**config.mk**
```make
export PLATFORM = sky130hd
export DESIGN_NAME = latest_value_buffer_exchange
export DESIGN_NICKNAME = d
export VERILOG_FILES = /design/src/sv/lvbx_pkg.sv /design/src/sv/lvbx_held_mem.sv /design/src/sv/lvbx_out_stage.sv /design/src/sv/latest_value_buffer_exchange.sv
export VERILOG_INCLUDE_DIRS = /design/src /design/src/sv
export SDC_FILE = /design/constraint.sdc
export NUM_CORES = 1
export LEC_CHECK = 0
export BUFFER_PORTS_ARGS = -buffer_cell sky130_fd_sc_hd__buf_2
export CAP_MARGIN = 20
export CORE_UTILIZATION = 55
export CTS_BUF_LIST = sky130_fd_sc_hd__clkbuf_2 sky130_fd_sc_hd__clkbuf_4 sky130_fd_sc_hd__clkbuf_8
export CTS_CLUSTER_SIZE = 30
export DETAILED_ROUTE_END_ITERATION = 10
export PLACE_DENSITY = 0.87
export SETUP_SLACK_MARGIN = 0.5
export SYNTH_ARGS = -nofsm -noshare
export SYNTH_HDL_FRONTEND = slang
export SYNTH_SLANG_ARGS = --single-unit
```
**constraint.sdc**
```tcl
create_clock -name clk -period 4.2 [get_ports clk]
set_input_delay 0.63 -clock clk [delete_from_list [all_inputs] [get_ports clk]]
set_output_delay 0.63 -clock clk [all_outputs]
set_load 0.05 [all_outputs]
```
**src/sv/latest_value_buffer_exchange_defines.svh**
```systemverilog
// assertion macros for the latest value buffer exchange
`ifndef LATEST_VALUE_BUFFER_EXCHANGE_DEFINES_SVH
`define LATEST_VALUE_BUFFER_EXCHANGE_DEFINES_SVH

`ifndef SYNTHESIS
// prop holds at every clock edge out of reset
`define LVBX_ASSERT(lbl, prop) \
  lbl: assert property (@(posedge clk) disable iff (!rst_n) prop) \
    else $error("lvbx assertion failed");
// expr is never true out of reset
`define LVBX_NEVER(lbl, expr) \
  lbl: assert property (@(posedge clk) disable iff (!rst_n) !(expr)) \
    else $error("lvbx forbidden condition seen");
`else
`define LVBX_ASSERT(lbl, prop)
`define LVBX_NEVER(lbl, expr)
`endif

`endif

```
**src/sv/lvbx_pkg.sv**
```systemverilog
// shared types and constants of the latest value buffer exchange
`default_nettype none
package lvbx_pkg;

  localparam int OP_W   = 2;
  localparam int RID_W  = 4;
  localparam int ST_W   = 3;
  localparam int IDX_W  = 5;
  localparam int OFS_W  = 21;
  localparam int SIZE_W = 16;
  localparam int RC_W   = 5;
  localparam int CIDX_W = 1;

  localparam logic [OP_W-1:0] OP_ACQUIRE = 2'd0;
  localparam logic [OP_W-1:0] OP_PUBLISH = 2'd1;
  localparam logic [OP_W-1:0] OP_GET     = 2'd2;
  localparam logic [OP_W-1:0] OP_POLL    = 2'd3;

  localparam logic [ST_W-1:0] ST_OK         = 3'd0;
  localparam logic [ST_W-1:0] ST_NO_FREE    = 3'd1;
  localparam logic [ST_W-1:0] ST_NO_PENDING = 3'd2;
  localparam logic [ST_W-1:0] ST_NO_NEW     = 3'd3;
  localparam logic [ST_W-1:0] ST_BAD_ID     = 3'd4;

  localparam logic [CIDX_W-1:0] CFG_READER_COUNT = 1'b0;
  localparam logic [CIDX_W-1:0] CFG_BUFFER_SIZE  = 1'b1;

  typedef struct packed {
    logic [ST_W-1:0]  status;
    logic [IDX_W-1:0] index;
  } lvbx_res_t;

endpackage
`default_nettype wire

```
**src/sv/lvbx_held_mem.sv**
```systemverilog
// holdings memory: buffer index held by each reader slot, one read and one write port
`default_nettype none
module lvbx_held_mem #(
  parameter int DEPTH = 16,
  parameter int AW    = 4,
  parameter int DW    = 5
) (
  input  wire logic          clk,
  input  wire logic          rst_n,
  input  wire logic          rd_en,
  input  wire logic [AW-1:0] rd_addr,
  output logic      [DW-1:0] rd_data,
  input  wire logic          wr_en,
  input  wire logic [AW-1:0] wr_addr,
  input  wire logic [DW-1:0] wr_data
);

  logic [DW-1:0]    mem [DEPTH];
  logic [DEPTH-1:0] vld_r;
  logic [DW-1:0]    rd_data_r;

  // entries never written read as zero
  always_ff @(posedge clk) begin
    if (!rst_n) begin
      vld_r <= '0;
    end else if (wr_en) begin
      vld_r[wr_addr] <= 1'b1;
    end
  end

  always_ff @(posedge clk) begin
    if (wr_en) begin
      mem[wr_addr] <= wr_data;
    end
  end

  always_ff @(posedge clk) begin
    if (rd_en) begin
      rd_data_r <= vld_r[rd_addr] ? mem[rd_addr] : '0;
    end
  end

  assign rd_data = rd_data_r;

endmodule
`default_nettype wire

```
**src/sv/lvbx_out_stage.sv**
```systemverilog
// result register: forms the byte offset and holds the item for the output channel
`default_nettype none
module lvbx_out_stage (
  input  wire logic                      clk,
  input  wire logic                      rst_n,
  input  wire logic                      push,
  input  wire lvbx_pkg::lvbx_res_t       res,
  input  wire logic [lvbx_pkg::SIZE_W-1:0] buffer_size,
  output logic                           ready,
  output logic                           out_tvalid,
  input  wire logic                      out_tready,
  output logic [31:0]                    out_tdata
);

  import lvbx_pkg::*;

  logic              vld_r;
  logic [ST_W-1:0]   status_r;
  logic [IDX_W-1:0]  index_r;
  logic [OFS_W-1:0]  offset_r;
  logic [OFS_W-1:0]  prod;

  assign ready = !vld_r || out_tready;
  // 5 by 16 bit product fits 21 bits exactly
  assign prod  = OFS_W'(res.index) * OFS_W'(buffer_size);

  always_ff @(posedge clk) begin
    if (!rst_n) begin
      vld_r <= 1'b0;
    end else if (ready) begin
      vld_r <= push;
    end
  end

  always_ff @(posedge clk) begin
    if (ready && push) begin
      status_r <= res.status;
      index_r  <= res.index;
      offset_r <= prod;
    end
  end

  assign out_tvalid = vld_r;
  assign out_tdata  = {3'b000, offset_r, index_r, status_r};

endmodule
`default_nettype wire

```
**src/sv/latest_value_buffer_exchange.sv**
```systemverilog
// top level of the latest value buffer exchange: op sequencer, state registers, config
`default_nettype none
// Latest value buffer exchange: one writer and up to READER_SLOTS readers share
// nrd+2 buffers, where nrd is the effective reader count. Each input item is
// one operation (writer acquire, writer publish, reader get, reader poll) and
// gives exactly one result item with a status, the buffer index and its byte
// offset (index times buffer_size). Items are handled one at a time: in_tready
// is high while the sequencer is idle, and a finished result sits in an output
// register so the next item may be taken while it waits. Publish is accepted
// and its result handed over; get and poll do one read of the holdings memory,
// then compare and write back. Acquire accepts the item, streams every
// reader's holding out of the single read port of the holdings memory, then
// walks the buffer numbers downward for the highest free one and hands the
// result over. A result that cannot move into a full output register waits
// while the receiver stalls. reader_count 0 acts as 1, a count above
// READER_SLOTS acts as READER_SLOTS. Configuration is to be written by the
// user only while the block is idle; the block itself does not enforce
// this. No clearing pass is needed after reset.
module latest_value_buffer_exchange #(
  parameter int READER_SLOTS = 16
) (
  input  wire logic        clk,
  input  wire logic        rst_n,
  // config write port
  input  wire logic        cfg_we,
  input  wire logic [lvbx_pkg::CIDX_W-1:0] cfg_index,
  input  wire logic [lvbx_pkg::SIZE_W-1:0] cfg_wdata,
  // input channel
  input  wire logic        in_tvalid,
  output logic             in_tready,
  input  wire logic [7:0]  in_tdata,   // op[1:0], reader_id[5:2], zero pad
  // result channel
  output logic             out_tvalid,
  input  wire logic        out_tready,
  output logic [31:0]      out_tdata   // status[2:0], buffer_index[7:3],
                                       // buffer_offset[28:8], zero pad
);

  import lvbx_pkg::*;

  `include "latest_value_buffer_exchange_defines.svh"

  // the 5 bit reader_count caps the effective reader count at 31
  localparam int NRD_MAX  = (READER_SLOTS < 31) ? READER_SLOTS : 31;
  localparam int NBUF_MAX = NRD_MAX + 2;
  localparam int BIW      = $clog2(NBUF_MAX);       // buffer index width
  localparam int NBW      = $clog2(NBUF_MAX + 1);   // buffer count width
  localparam int NRW      = $clog2(NRD_MAX + 1);    // reader count width
  localparam int AW       = (READER_SLOTS > 1) ? $clog2(READER_SLOTS) : 1;
  localparam int IXW      = (BIW > IDX_W) ? BIW : IDX_W;

  typedef enum logic [2:0] {
    S_IDLE,
    S_SCAN,
    S_PICK,
    S_HELD,
    S_EMIT
  } state_t;

  // config registers
  logic [RC_W-1:0]   reader_count_r;
  logic [SIZE_W-1:0] buffer_size_r;

  // exchange state
  state_t            state_r, state_nxt;
  logic [BIW-1:0]    latest_r, latest_nxt;
  logic              pend_vld_r, pend_vld_nxt;
  logic [BIW-1:0]    pend_idx_r, pend_idx_nxt;
  logic [OP_W-1:0]   op_r, op_nxt;
  logic [RID_W-1:0]  rid_r, rid_nxt;
  logic [NRW-1:0]    cnt_r, cnt_nxt;
  logic              rd_vld_r, rd_vld_nxt;
  logic [NBUF_MAX-1:0] used_r, used_nxt;
  logic [BIW-1:0]    pick_r, pick_nxt;
  lvbx_res_t         res_r, res_nxt;

  // derived
  logic [NRW-1:0]    nrd;
  logic [NBW-1:0]    nbuf;
  logic [OP_W-1:0]   in_op;
  logic [RID_W-1:0]  in_rid;
  logic              in_acc;

  // holdings memory ports
  logic              mem_rd_en;
  logic [AW-1:0]     mem_rd_addr;
  logic [BIW-1:0]    mem_rd_data;
  logic              mem_wr_en;

  // output stage
  logic              os_ready;
  logic              os_push;

  function automatic logic [IDX_W-1:0] to_idx(input logic [BIW-1:0] v);
    logic [IXW-1:0] w;
    w = IXW'(v);
    return w[IDX_W-1:0];
  endfunction

  // effective reader count: zero acts as one, above the limit acts as the limit
  always_comb begin
    if (reader_count_r == '0) begin
      nrd = NRW'(1);
    end else if (32'(reader_count_r) > READER_SLOTS) begin
      nrd = NRW'(READER_SLOTS);
    end else begin
      nrd = NRW'(reader_count_r);
    end
  end
  assign nbuf = NBW'(nrd) + NBW'(2);

  assign in_op     = in_tdata[1:0];
  assign in_rid    = in_tdata[5:2];
  assign in_tready = (state_r == S_IDLE);
  assign in_acc    = in_tvalid && in_tready;

  // config writes
  always_ff @(posedge clk) begin
    if (!rst_n) begin
      reader_count_r <= RC_W'(1);
      buffer_size_r  <= SIZE_W'(1);
    end else if (cfg_we) begin
      case (cfg_index)
        CFG_READER_COUNT: reader_count_r <= cfg_wdata[RC_W-1:0];
        CFG_BUFFER_SIZE:  buffer_size_r  <= cfg_wdata;
        default: ;
      endcase
    end
  end

  // sequencer
  always_comb begin
    state_nxt    = state_r;
    latest_nxt   = latest_r;
    pend_vld_nxt = pend_vld_r;
    pend_idx_nxt = pend_idx_r;
    op_nxt       = op_r;
    rid_nxt      = rid_r;
    cnt_nxt      = cnt_r;
    rd_vld_nxt   = rd_vld_r;
    used_nxt     = used_r;
    pick_nxt     = pick_r;
    res_nxt      = res_r;
    mem_rd_en    = 1'b0;
    mem_rd_addr  = AW'(cnt_r);
    mem_wr_en    = 1'b0;
    os_push      = 1'b0;

    case (state_r)
      S_IDLE: begin
        if (in_acc) begin
          op_nxt  = in_op;
          rid_nxt = in_rid;
          case (in_op)
            OP_ACQUIRE: begin
              // latest buffer is taken unless it lies beyond the buffer count
              used_nxt = '0;
              if (32'(latest_r) < 32'(nbuf)) begin
                used_nxt[latest_r] = 1'b1;
              end
              cnt_nxt    = '0;
              rd_vld_nxt = 1'b0;
              state_nxt  = S_SCAN;
            end
            OP_PUBLISH: begin
              if (pend_vld_r) begin
                latest_nxt   = pend_idx_r;
                pend_vld_nxt = 1'b0;
                res_nxt      = '{status: ST_OK, index: to_idx(pend_idx_r)};
              end else begin
                res_nxt = '{status: ST_NO_PENDING, index: '0};
              end
              state_nxt = S_EMIT;
            end
            default: begin
              if (32'(in_rid) >= 32'(nrd)) begin
                res_nxt   = '{status: ST_BAD_ID, index: '0};
                state_nxt = S_EMIT;
              end else begin
                mem_rd_en   = 1'b1;
                mem_rd_addr = AW'(in_rid);
                state_nxt   = S_HELD;
              end
            end
          endcase
        end
      end

      S_SCAN: begin
        // issue one reader read per cycle, mark the previous one's buffer
        if (rd_vld_r && (32'(mem_rd_data) < 32'(nbuf))) begin
          used_nxt[mem_rd_data] = 1'b1;
        end
        mem_rd_en  = (32'(cnt_r) < 32'(nrd));
        rd_vld_nxt = mem_rd_en;
        if (mem_rd_en) begin
          cnt_nxt = cnt_r + NRW'(1);
        end else if (!rd_vld_r) begin
          pick_nxt  = BIW'(nbuf - NBW'(1));
          state_nxt = S_PICK;
        end
      end

      S_PICK: begin
        // walk downward for the highest free buffer
        if (!used_r[pick_r]) begin
          pend_vld_nxt = 1'b1;
          pend_idx_nxt = pick_r;
          res_nxt      = '{status: ST_OK, index: to_idx(pick_r)};
          state_nxt    = S_EMIT;
        end else if (pick_r == '0) begin
          pend_vld_nxt = 1'b0;
          res_nxt      = '{status: ST_NO_FREE, index: '0};
          state_nxt    = S_EMIT;
        end else begin
          pick_nxt = pick_r - BIW'(1);
        end
      end

      S_HELD: begin
        // holding of rid_r is on the read port now
        if (32'(latest_r) >= 32'(nbuf)) begin
          res_nxt = '{status: ST_NO_NEW, index: '0};
        end else if ((op_r == OP_POLL) && (mem_rd_data == latest_r)) begin
          res_nxt = '{status: ST_NO_NEW, index: '0};
        end else begin
          mem_wr_en = 1'b1;
          res_nxt   = '{status: ST_OK, index: to_idx(latest_r)};
        end
        state_nxt = S_EMIT;
      end

      S_EMIT: begin
        os_push = 1'b1;
        if (os_ready) begin
          state_nxt = S_IDLE;
        end
      end

      default: begin
        state_nxt = S_IDLE;
      end
    endcase
  end

  always_ff @(posedge clk) begin
    if (!rst_n) begin
      state_r    <= S_IDLE;
      latest_r   <= '0;
      pend_vld_r <= 1'b0;
      pend_idx_r <= '0;
      rd_vld_r   <= 1'b0;
      cnt_r      <= '0;
    end else begin
      state_r    <= state_nxt;
      latest_r   <= latest_nxt;
      pend_vld_r <= pend_vld_nxt;
      pend_idx_r <= pend_idx_nxt;
      rd_vld_r   <= rd_vld_nxt;
      cnt_r      <= cnt_nxt;
    end
    op_r   <= op_nxt;
    rid_r  <= rid_nxt;
    used_r <= used_nxt;
    pick_r <= pick_nxt;
    res_r  <= res_nxt;
  end

  lvbx_held_mem #(
    .DEPTH (READER_SLOTS),
    .AW    (AW),
    .DW    (BIW)
  ) u_held_mem (
    .clk     (clk),
    .rst_n   (rst_n),
    .rd_en   (mem_rd_en),
    .rd_addr (mem_rd_addr),
    .rd_data (mem_rd_data),
    .wr_en   (mem_wr_en),
    .wr_addr (AW'(rid_r)),
    .wr_data (latest_r)
  );

  lvbx_out_stage u_out_stage (
    .clk         (clk),
    .rst_n       (rst_n),
    .push        (os_push),
    .res         (res_r),
    .buffer_size (buffer_size_r),
    .ready       (os_ready),
    .out_tvalid  (out_tvalid),
    .out_tready  (out_tready),
    .out_tdata   (out_tdata)
  );

  // one item in flight: no second item taken right after one is accepted
  `LVBX_ASSERT(a_one_in_flight, in_acc |=> !in_tready)
  // failing status always comes with zero index and offset
  `LVBX_ASSERT(a_fail_zero, (out_tvalid && (out_tdata[2:0] != ST_OK)) |-> (out_tdata[28:3] == '0))
  // status code stays within the defined set
  `LVBX_NEVER(a_status_range, out_tvalid && (out_tdata[2:0] > ST_BAD_ID))
  // a successful acquire leaves a pending buffer behind
  `LVBX_ASSERT(a_acq_pending, (os_push && os_ready && (op_r == OP_ACQUIRE) && (res_r.status == ST_OK)) |=> pend_vld_r)

endmodule
`default_nettype wire

```
* Yosys cells after proc, flatten, opt, wreduce, memory -nomap -nowiden *
Memory sizes are Yosys's and may differ from the RTL's. A register that Yosys moved wholly into a read port is not among the register bits.
Cells that the tools add are included.

storage, ports and cells
  register bits after elaboration = 124
  RAM bits = 80
  input port bits = 30
  logic and storage cells = 160
  memories = 1

memories
  memory          words  width  rd ports  clocked after memory_dff  write ports  RTL line             RTL
  u_held_mem.mem  16     5      1         1                         1            lvbx_held_mem.sv:18  logic [DW-1:0] mem [DEPTH];

operators by class
  $add $sub $neg = 4
  $mul = 1
  order comparisons = 14
  eq/ne operators = 20
  muxes and demuxes = 66
  bitwise gates (word level) = 4
  reductions and logical operators = 31

operator list
  cell                                                        count
  two-way mux 18 bit                                          4
  two-way mux 5 bit                                           9
  one-hot mux 18 bit (2 select lines)                         1
  two-way mux 8 bit                                           4
  one-hot mux 8 bit (3 select lines)                          1
  multiplier 5 x 16 -> 21 bit                                 1
  two-way mux 3 bit                                           7
  two-way mux 7 bit                                           3
  two-way mux 1 bit                                           20
  one-hot mux 5 bit (2 select lines)                          2
  less-than comparator 5 x 6 -> 1 bit, second input constant  3
  OR 18 bit                                                   1
  two-way mux 4 bit                                           4
  OR 16 bit                                                   1
  one-hot mux 8 bit (2 select lines)                          1
  AND reduction 4 bit                                         4
  less-than comparator 5 bit                                  3
  one-hot mux 3 bit (5 select lines)                          1
  AND reduction 5 bit                                         3
  inequality test 2 bit, second input constant                7
  demux 1 bit (select 5 bit)                                  2
  >= comparator 5 x 1 -> 1 bit, second input constant         2
  zero test 5 bit                                             2
  less-than comparator 4 x 5 -> 1 bit, second input constant  2
  other kinds (32)                                            52

* Longest topological paths before layout *
Gate-level depths: netlist of run 1.

  depth in word-level cells = 11
  depth in mapped cells = 16
  mapped depth without buffers = 15

* Cells and area by module *
A second synthesis of run 1 with hierarchy kept.

unflattened totals
  cell total of the unflattened synthesis = 990
  area total of the unflattened synthesis = 11624.9 µm²

modules (own cells, without submodules)
  module                        instances  cells an instance  area each (µm²)
  latest_value_buffer_exchange  1          438                4225.3
  lvbx_held_mem                 1          195                3893.7
  lvbx_out_stage                1          357                3505.9

* Worst setup path before layout of run 1 *
OpenSTA, ideal clock, no wires.

  path kind = reg2reg
  from = reg res_r[3] in the netlist's numbering
  to = reg u_out_stage.offset_r[19], data pin
  library setup time = 135 ps
  arrival time = 4140 ps
  slack = -75 ps
  stages on the path, launching flop included = 16
  clock period less this slack = 4275 ps
  cell sequence = edfxtp_1 clkbuf_1 and2_1 fa_1 fa_1 inv_1 fa_1 inv_1 ha_1 and3_1 and3_1 a211o_1 a21oi_1 o21ai_0 or4_1 nand3_1

on the way
  longest elaborated chain between the ends = 1

RTL lines
  element                      RTL line                             RTL
  start: declaration           latest_value_buffer_exchange.sv:75   lvbx_res_t res_r, res_nxt;
  start signal: assignment     latest_value_buffer_exchange.sv:266  res_r <= res_nxt;
  multiplier 5 x 16 -> 21 bit  lvbx_out_stage.sv:25                 assign prod = OFS_W'(res.index) * OFS_W'(buffer_size);
  via u_out_stage.prod[19]     lvbx_out_stage.sv:21                 logic [OFS_W-1:0] prod;
  end signal: assignment       lvbx_out_stage.sv:39                 offset_r <= prod;
  end: declaration             lvbx_out_stage.sv:20                 logic [OFS_W-1:0] offset_r;

The timed path passes the listed nets, and every way through them passes these cells.
A chain may end at the register's enable or synchronous reset.

* Final worst setup path of run 1 *
  from = reg res_r[2] in the netlist's numbering
  to = reg u_out_stage.offset_r[14], data pin

Same word-level chain as after synthesis.

==> impl_metrics.csv, run 1 <==
group,metric,value,unit
run_status,status,"finished, final reports clean",
place,dp_cells,1552,
place,dp_hpwl,20300,µm
detailed_routing,avgViaCountPerCell,6.17,
setup_path,crit_required,4.50,ns
global_route,grt_max_degree,51,
global_route,grt_util_all_layers,26.4,%
global_route,antenna_found_initial,0,
timing,rsz0062_at_grt,"yes",
timing,relSlewSlack,43.0,%
global_route,overflow,0,
cts,cts_tree,"yes",
logic_synthesis,syn_area,12600,µm²
timing,final.setup.tns,0,ns
detailed_routing,firstDrtPassIters,5,
detailed_routing,drt_iter0_drc,968,
layout,mostFrequentLayoutCells,"edfxtp_1 (151), nand2_1 (134), and2_1 (68)",
die,die_h,153,µm
setup_path,end_kind,"flip-flop",
timing,fin_skew,0.0230,ns
die,ioPinCount,64,
cts,clock_latency,0.55,ns
timing,tightestPinTransition,0.855,ns
die,core_area,22600,µm²
power_and_ir_drop,peakVddDrop,303,µV
layout,final_common_cell,"edfxtp_1",
place,gp_congestion,0.920,
logic_synthesis,yosys_most_used_dff,"edfxtp_1",
cts,htree_num_levels,2,
logic_synthesis,synth.distinct_cells,63,
logic_synthesis,avgSynthCellArea,10.2,µm²
die,die_width,153,µm
cts,hold_buffers,0,
logic_synthesis,ys_warn_count,0,
die,num_rows,55,
setup_path,cp.buffers_inverters,5,
timing,hold_viol_final,0,
power_and_ir_drop,finalPower,0.00544,W
timing,setup_viol,0,
cts,cts-root-buf,"clkbuf_8",
layout,drive_gt1_share,22.9,%
global_route,first_global_vias,9992,
layout,syn_to_final_growth,17.5,%
logic_synthesis,syn_inst,1232,
detailed_routing,drc,0,
logic_synthesis,synth_top_area_share,36.0,%
flow_run,cap_violations,0,
cts,cts_inserted_buffers,35,
global_route,grt_pass1_wl,49600,µm
die,start_util,55.8,%
layout,stdcell_count,1647,
setup_path,critPathKind,"reg -> reg",
setup_path,cp-start-kind,"flip-flop",
detailed_routing,wl,31600,µm
cts,clkSinkCount,209,
logic_synthesis,synth_area_leader_cell,"edfxtp_1",
detailed_routing,wl_per_cell,19.2,µm
place,post_dp_cell_area,13500,µm²
timing,fmax,239,MHz
power_and_ir_drop,cellLeakagePower,5.75,nW
logic_synthesis,synth-edff-count,151,
power_and_ir_drop,p_per_area,367,nW/µm²
setup_path,worst-path-max-fanout,5,
die,die-area,23500,µm²
detailed_routing,num_vias,10200,
cts,cts_buffer_depth,3,
timing,final.period_utilization,99.7,%
layout,antenna_cells,0,
logic_synthesis,ys_ff_latch,209,
logic_synthesis,async_flop_share,0,%
cts,clkTransAtPathRegs,0.07,ns
place,dpl_worst_slack,0.0503,ns
setup_path,slowest_delay,0.55,ns
setup_path,cpLargestDelayFamily,"adder cells",
place,io_buffers,58,
logic_synthesis,ys_top_cells_by_area,"edfxtp_1 (36%), dfxtp_1 (9.2%), fa_1 (6.7%)",
timing,min_period,4.19,ns
layout,nets,1456,
timing,setup_slack,0.0121,ns
setup_path,cp_data_arrival_time,4.48,ns
setup_path,slowest_stage,"fa_1",
detailed_routing,ant_nets,0,
setup_path,cp_common_cell,"fa_1",
timing,drv_slew,0,
logic_synthesis,ys_seq_area_share,45.2,%
setup_path,path_cells,"buf_6 > and2_4 > fa_1 > fa_1 > inv_2 > fa_1 > inv_2 > ha_4 > nand3_2 > o211ai_1 > buf_4 > o21ai_4 > buf_4 > o21bai_2 > a21o_1 > a21oi_2 > xnor2_1",
layout,finalInstanceArea,14800,µm²
hold_path,hold_path.class,"in -> reg",
## flip-flops by register name, indices dropped and copies added (netlist names), 5 cells and up
signal / cells
u_held_mem.mem: 80
u_out_stage.offset_r: 21
cnt_r: 5
buffer_size_r: 16
u_held_mem.rd_data: 5
u_held_mem.vld_r: 16
used_r: 18
pend_idx_r: 5
reader_count_r: 5
u_out_stage.index_r: 5
res_r: 8
pick_r: 5
latest_r: 5
## final cells by class
type                            instances  area [µm²]
Sequential cell                       209        5700
Inverter                               74         279
Clock inverter                          7        91.3
Tap cell                              285         357
Timing Repair Buffer                  130         895
Multi-Input combinational cell        885        6810
Fill cell                            1586        7760
Clock buffer                           57         678
## stage by stage
stage / hold WS [ns] / utilization, %
CTS: 0.302 / 64.7
finish: 0.323 / 65.6
global route: 0.309 / 65.6
detailed placement: 0.405 / 59.8
floorplan: 0.400 / -
global placement: 0.402 / 59.8
## report_power, final
part,internal (W),switching [W]
logic,0.000383,0.000605
registers,0.00234,0.000117
clock network,0.00115,0.000846
## repair_timing
item	4_1_cts	5_1_grt
setup endpoints to repair	45	96
pin swaps	31	38
buffers inserted	21	9
resized for setup	43	41
gates cloned	1	0
## path summary, 6_finish.rpt
path                     from                        to  slack, ns  cells after the start
hold reg to reg      res_r[5]   u_out_stage.status_r[0]       0.42                      0
setup reg to reg     res_r[2]  u_out_stage.offset_r[14]       0.01                     17
hold / removal    in_tdata[0]                   op_r[0]       0.32                      1
setup / recovery     res_r[2]  u_out_stage.offset_r[14]       0.01                     17
## per-layer routing
layer | vias to the layer above | GRT usage (%) | share of wire [%]
met3 | 102 | 3.97 | 7.5
li1 | 4600 | - | -
met1 | 4921 | 32.7 | 39
met5 | - | 0 | 0
met4 | 0 | 12.3 | 3.6
met2 | 532 | 45.5 | 50
## synth_stat cells, types with 3 or more instances
library cell	count
a21o_1	39
edfxtp_1	151
nor3b_1	3
nand2b_1	42
inv_1	72
dfxtp_1	58
nand3_1	65
a32o_1	6
a21oi_1	39
o41ai_1	4
o21ai_0	44
o21a_1	5
a311oi_1	24
a31oi_1	10
a2111oi_0	10
a22oi_1	9
o22ai_1	20
and2_1	76
mux2i_1	19
nor2b_1	46
nor3_1	15
o211ai_1	3
buf_4	4
a31o_2	3
ha_1	49
a211oi_1	13
fa_1	42
xnor2_1	19
nor2_1	52
a21boi_0	17
clkbuf_1	49
o21bai_1	3
buf_2	11
mux2_2	13
or3_1	3
nand2_1	138
nand4_1	4
mux4_2	5
xor2_1	9
and3_1	8
## cells by family (layout without fill, tap and decap cells)
group,Yosys count,count (layout),share of synthesized area (%)
simple gates,465,465,18.7
xor+xnor,28,28,1.95
mux,38,38,3.65
buf+inv,140,268,4.46
other cells,1,3,0.0298
flops,209,209,45.2
fa+ha+maj,91,91,11.5
compound gates,260,260,14.4
No activity file was read; power rests on OpenSTA's default activity.
==> run 2: changes to the inputs <==
CTS_CLUSTER_DIAMETER = 30   (was default)
SYNTH_HIERARCHICAL = 1   (was default)
==> impl_metrics.csv, run 2 <==
group,metric,value,unit
run_status,status,"finished, final reports clean",
die,ioPinCount,64,
layout,nets,1221,
layout,top_register,"u_held_mem/mem",
logic_synthesis,avgSynthCellArea,11.7,µm²
setup_path,critPathKind,"reg -> reg",
cts,clock_latency,0.58,ns
setup_path,worst-path-max-fanout,4,
timing,drv_slew,0,
detailed_routing,drt_iter0_drc,798,
layout,final_common_cell,"edfxtp_1",
setup_path,cp_common_cell,"fa_1",
logic_synthesis,syn_inst,990,
cts,cts-root-buf,"clkbuf_8",
timing,tightestPinTransition,1.05,ns
flow_run,cap_violations,0,
cts,cts_buffer_depth,3,
die,core_area,20500,µm²
layout,largestRegisters,"u_held_mem/mem: 80 flops, u_out_stage/offset_r: 21 flops, used_r: 18 flops",
logic_synthesis,synth.distinct_cells,77,
cts,htree_num_levels,2,
timing,setup_viol,0,
detailed_routing,wl_per_cell,19.9,µm
timing,hold_viol_final,0,
setup_path,slowest_stage,"fa_1",
timing,min_period,4.02,ns
cts,clkTransAtPathRegs,0.06,ns
die,die-area,21700,µm²
layout,syn_to_final_growth,19.5,%
power_and_ir_drop,p_per_area,525,nW/µm²
logic_synthesis,synth_top_area_share,39.0,%
place,dp_hpwl,18100,µm
global_route,grt_max_degree,41,
cts,clkSinkCount,209,
logic_synthesis,yosysMostFrequentCell,"edfxtp_1",
layout,nFillCells,1383,
logic_synthesis,yosys_most_used_dff,"edfxtp_1",
setup_path,crit_required,4.49,ns
timing,fmax,249,MHz
layout,largest_reg_flops,80,
logic_synthesis,ys_ff_latch,209,
place,gp_congestion,0.886,
setup_path,cp_data_arrival_time,4.32,ns
setup_path,path_cells,"buf_4 > and2_4 > fa_1 > fa_1 > inv_1 > fa_1 > inv_2 > ha_4 > a21o_1 > o211ai_2 > and2_4 > nor3_4 > o41a_1 > xor2_1",
timing,fin_skew,0.0374,ns
logic_synthesis,synth_area_leader_cell,"edfxtp_1",
layout,drive_gt1_share,27.0,%
hold_path,hold_path.class,"in -> reg",
detailed_routing,firstDrtPassIters,8,
power_and_ir_drop,peakVddDrop,376,µV
detailed_routing,wl,28000,µm
cts,cts_tree,"yes",
setup_path,slowest_delay,0.50,ns
timing,rsz0062_at_grt,"yes",
detailed_routing,avgViaCountPerCell,6.08,
cts,cts_inserted_buffers,39,
logic_synthesis,syn_area,11600,µm²
logic_synthesis,ys_seq_area_share,49.0,%
power_and_ir_drop,cellLeakagePower,5.23,nW
detailed_routing,drc,0,
die,num_rows,52,
place,dp_cells,1298,
setup_path,cp-start-kind,"flip-flop",
die,start_util,56.7,%
global_route,grt_pass1_wl,42400,µm
global_route,first_global_vias,8494,
timing,holdWs,0.303,ns
global_route,antenna_found_initial,1,
cts,hold_buffers,0,
detailed_routing,num_vias,8547,
timing,final.setup.tns,0,ns
setup_path,r2r_start,"res_r[2]",
logic_synthesis,synth-edff-count,151,
die,die_h,147,µm
layout,stdcell_count,1406,
place,io_buffers,58,
logic_synthesis,synth_common_cells,"edfxtp_1 (151), nand2_1 (98), inv_1 (69)",
detailed_routing,ant_nets,0,
setup_path,end_kind,"flip-flop",
logic_synthesis,ys_top_cells_by_area,"edfxtp_1 (39%), dfxtp_1 (10%), fa_1 (7.2%)",
timing,relSlewSlack,30.0,%
die,die_width,147,µm
timing,final.period_utilization,95.8,%
layout,mostFrequentLayoutCells,"edfxtp_1 (151), nand2_1 (96), inv_1 (61)",
hold_path,worstHoldStart,"in_tdata[0]",
logic_synthesis,ys_warn_count,6,
setup_path,startpoint,"res_r[2]",
global_route,grt_util_all_layers,25.2,%
global_route,overflow,0,
logic_synthesis,async_flop_share,0,%
run 2: what timing repair did:
item                       CTS  global route
resized for setup           27            60
pin swaps                   23            31
buffers inserted            18            17
setup endpoints to repair   37            97
cloned                       0             0
run 2: where the power goes:
part / switching, W / internal (W) / total, W
Sequential: 0.000275 / 0.00260 / 0.00287
Clock: 0.00100 / 0.00124 / 0.00224
Combinational: 0.00136 / 0.000823 / 0.00218
run 2: logic make-up (layout without fill, tap and decap cells):
| logic type | Yosys count | after routing | synth area share, % |
|---|---|---|---|
| xor gates and xnor gates | 28 | 28 | 2.23 |
| other | 1 | 4 | 0.0323 |
| muxes | 47 | 47 | 7.58 |
| DFF | 209 | 209 | 49.0 |
| buffers and inverters | 114 | 257 | 4.20 |
| AOI/OAI and AO/OA | 195 | 195 | 11.6 |
| adders and majority gates | 87 | 87 | 12.1 |
| and+or+nand+nor | 309 | 309 | 13.3 |
run 2: critical path: cells and delay by family (launching register included):
kind,cells,cell delay (ns)
AOI/OAI and AO/OA,3,0.78
xor gates and xnor gates,1,0.15
adders and majority gates,4,1.71
and+or+nand+nor,3,0.40
buffers and inverters,3,0.29
DFF,1,0.45
run 2: layout make-up:
type	count	area, µm²	area share (%)
multi-input cells	669	5920	42.6
flip-flops and latches	209	5700	41.0
repair buffers	115	759	5.47
clock buffers	43	579	4.17
well taps	270	338	2.43
clock inverters	29	332	2.39
inverters	70	263	1.89
diodes	1	2.50	0.0180
run 2: metrics by stage:
step	setup slack [ns]	cell area, µm²	power [W]	util, %
after floorplan	0.352	11900	0.00436	-
after global placement	0.251	12400	0.00472	60.5
after detailed placement	0.108	12400	0.00480	60.5
after CTS	0.265	13500	0.00716	66.0
after global routing	-0.0109	13900	0.00760	67.8
final	0.176	13900	0.00729	67.8
run 2: per-layer routing:
| layer | track usage (%) | share of wire [%] |
|---|---|---|
| met1 | 29.2 | 37 |
| met2 | 44.5 | 52 |
| met3 | 4.54 | 7.1 |
| met4 | 13.3 | 4.0 |
| met5 | 0 | 0 |
run 2: worst paths after layout:
| path | end | slack (ns) | depth (start not counted) |
|---|---|---|---|
| worst min-delay path | op_r[0] | 0.30 | 1 |
| worst min register to register | u_out_stage/status_r[0] | 0.43 | 0 |
| worst max-delay path | u_out_stage/offset_r[14] | 0.18 | 14 |
| worst max register to register | u_out_stage/offset_r[14] | 0.18 | 14 |
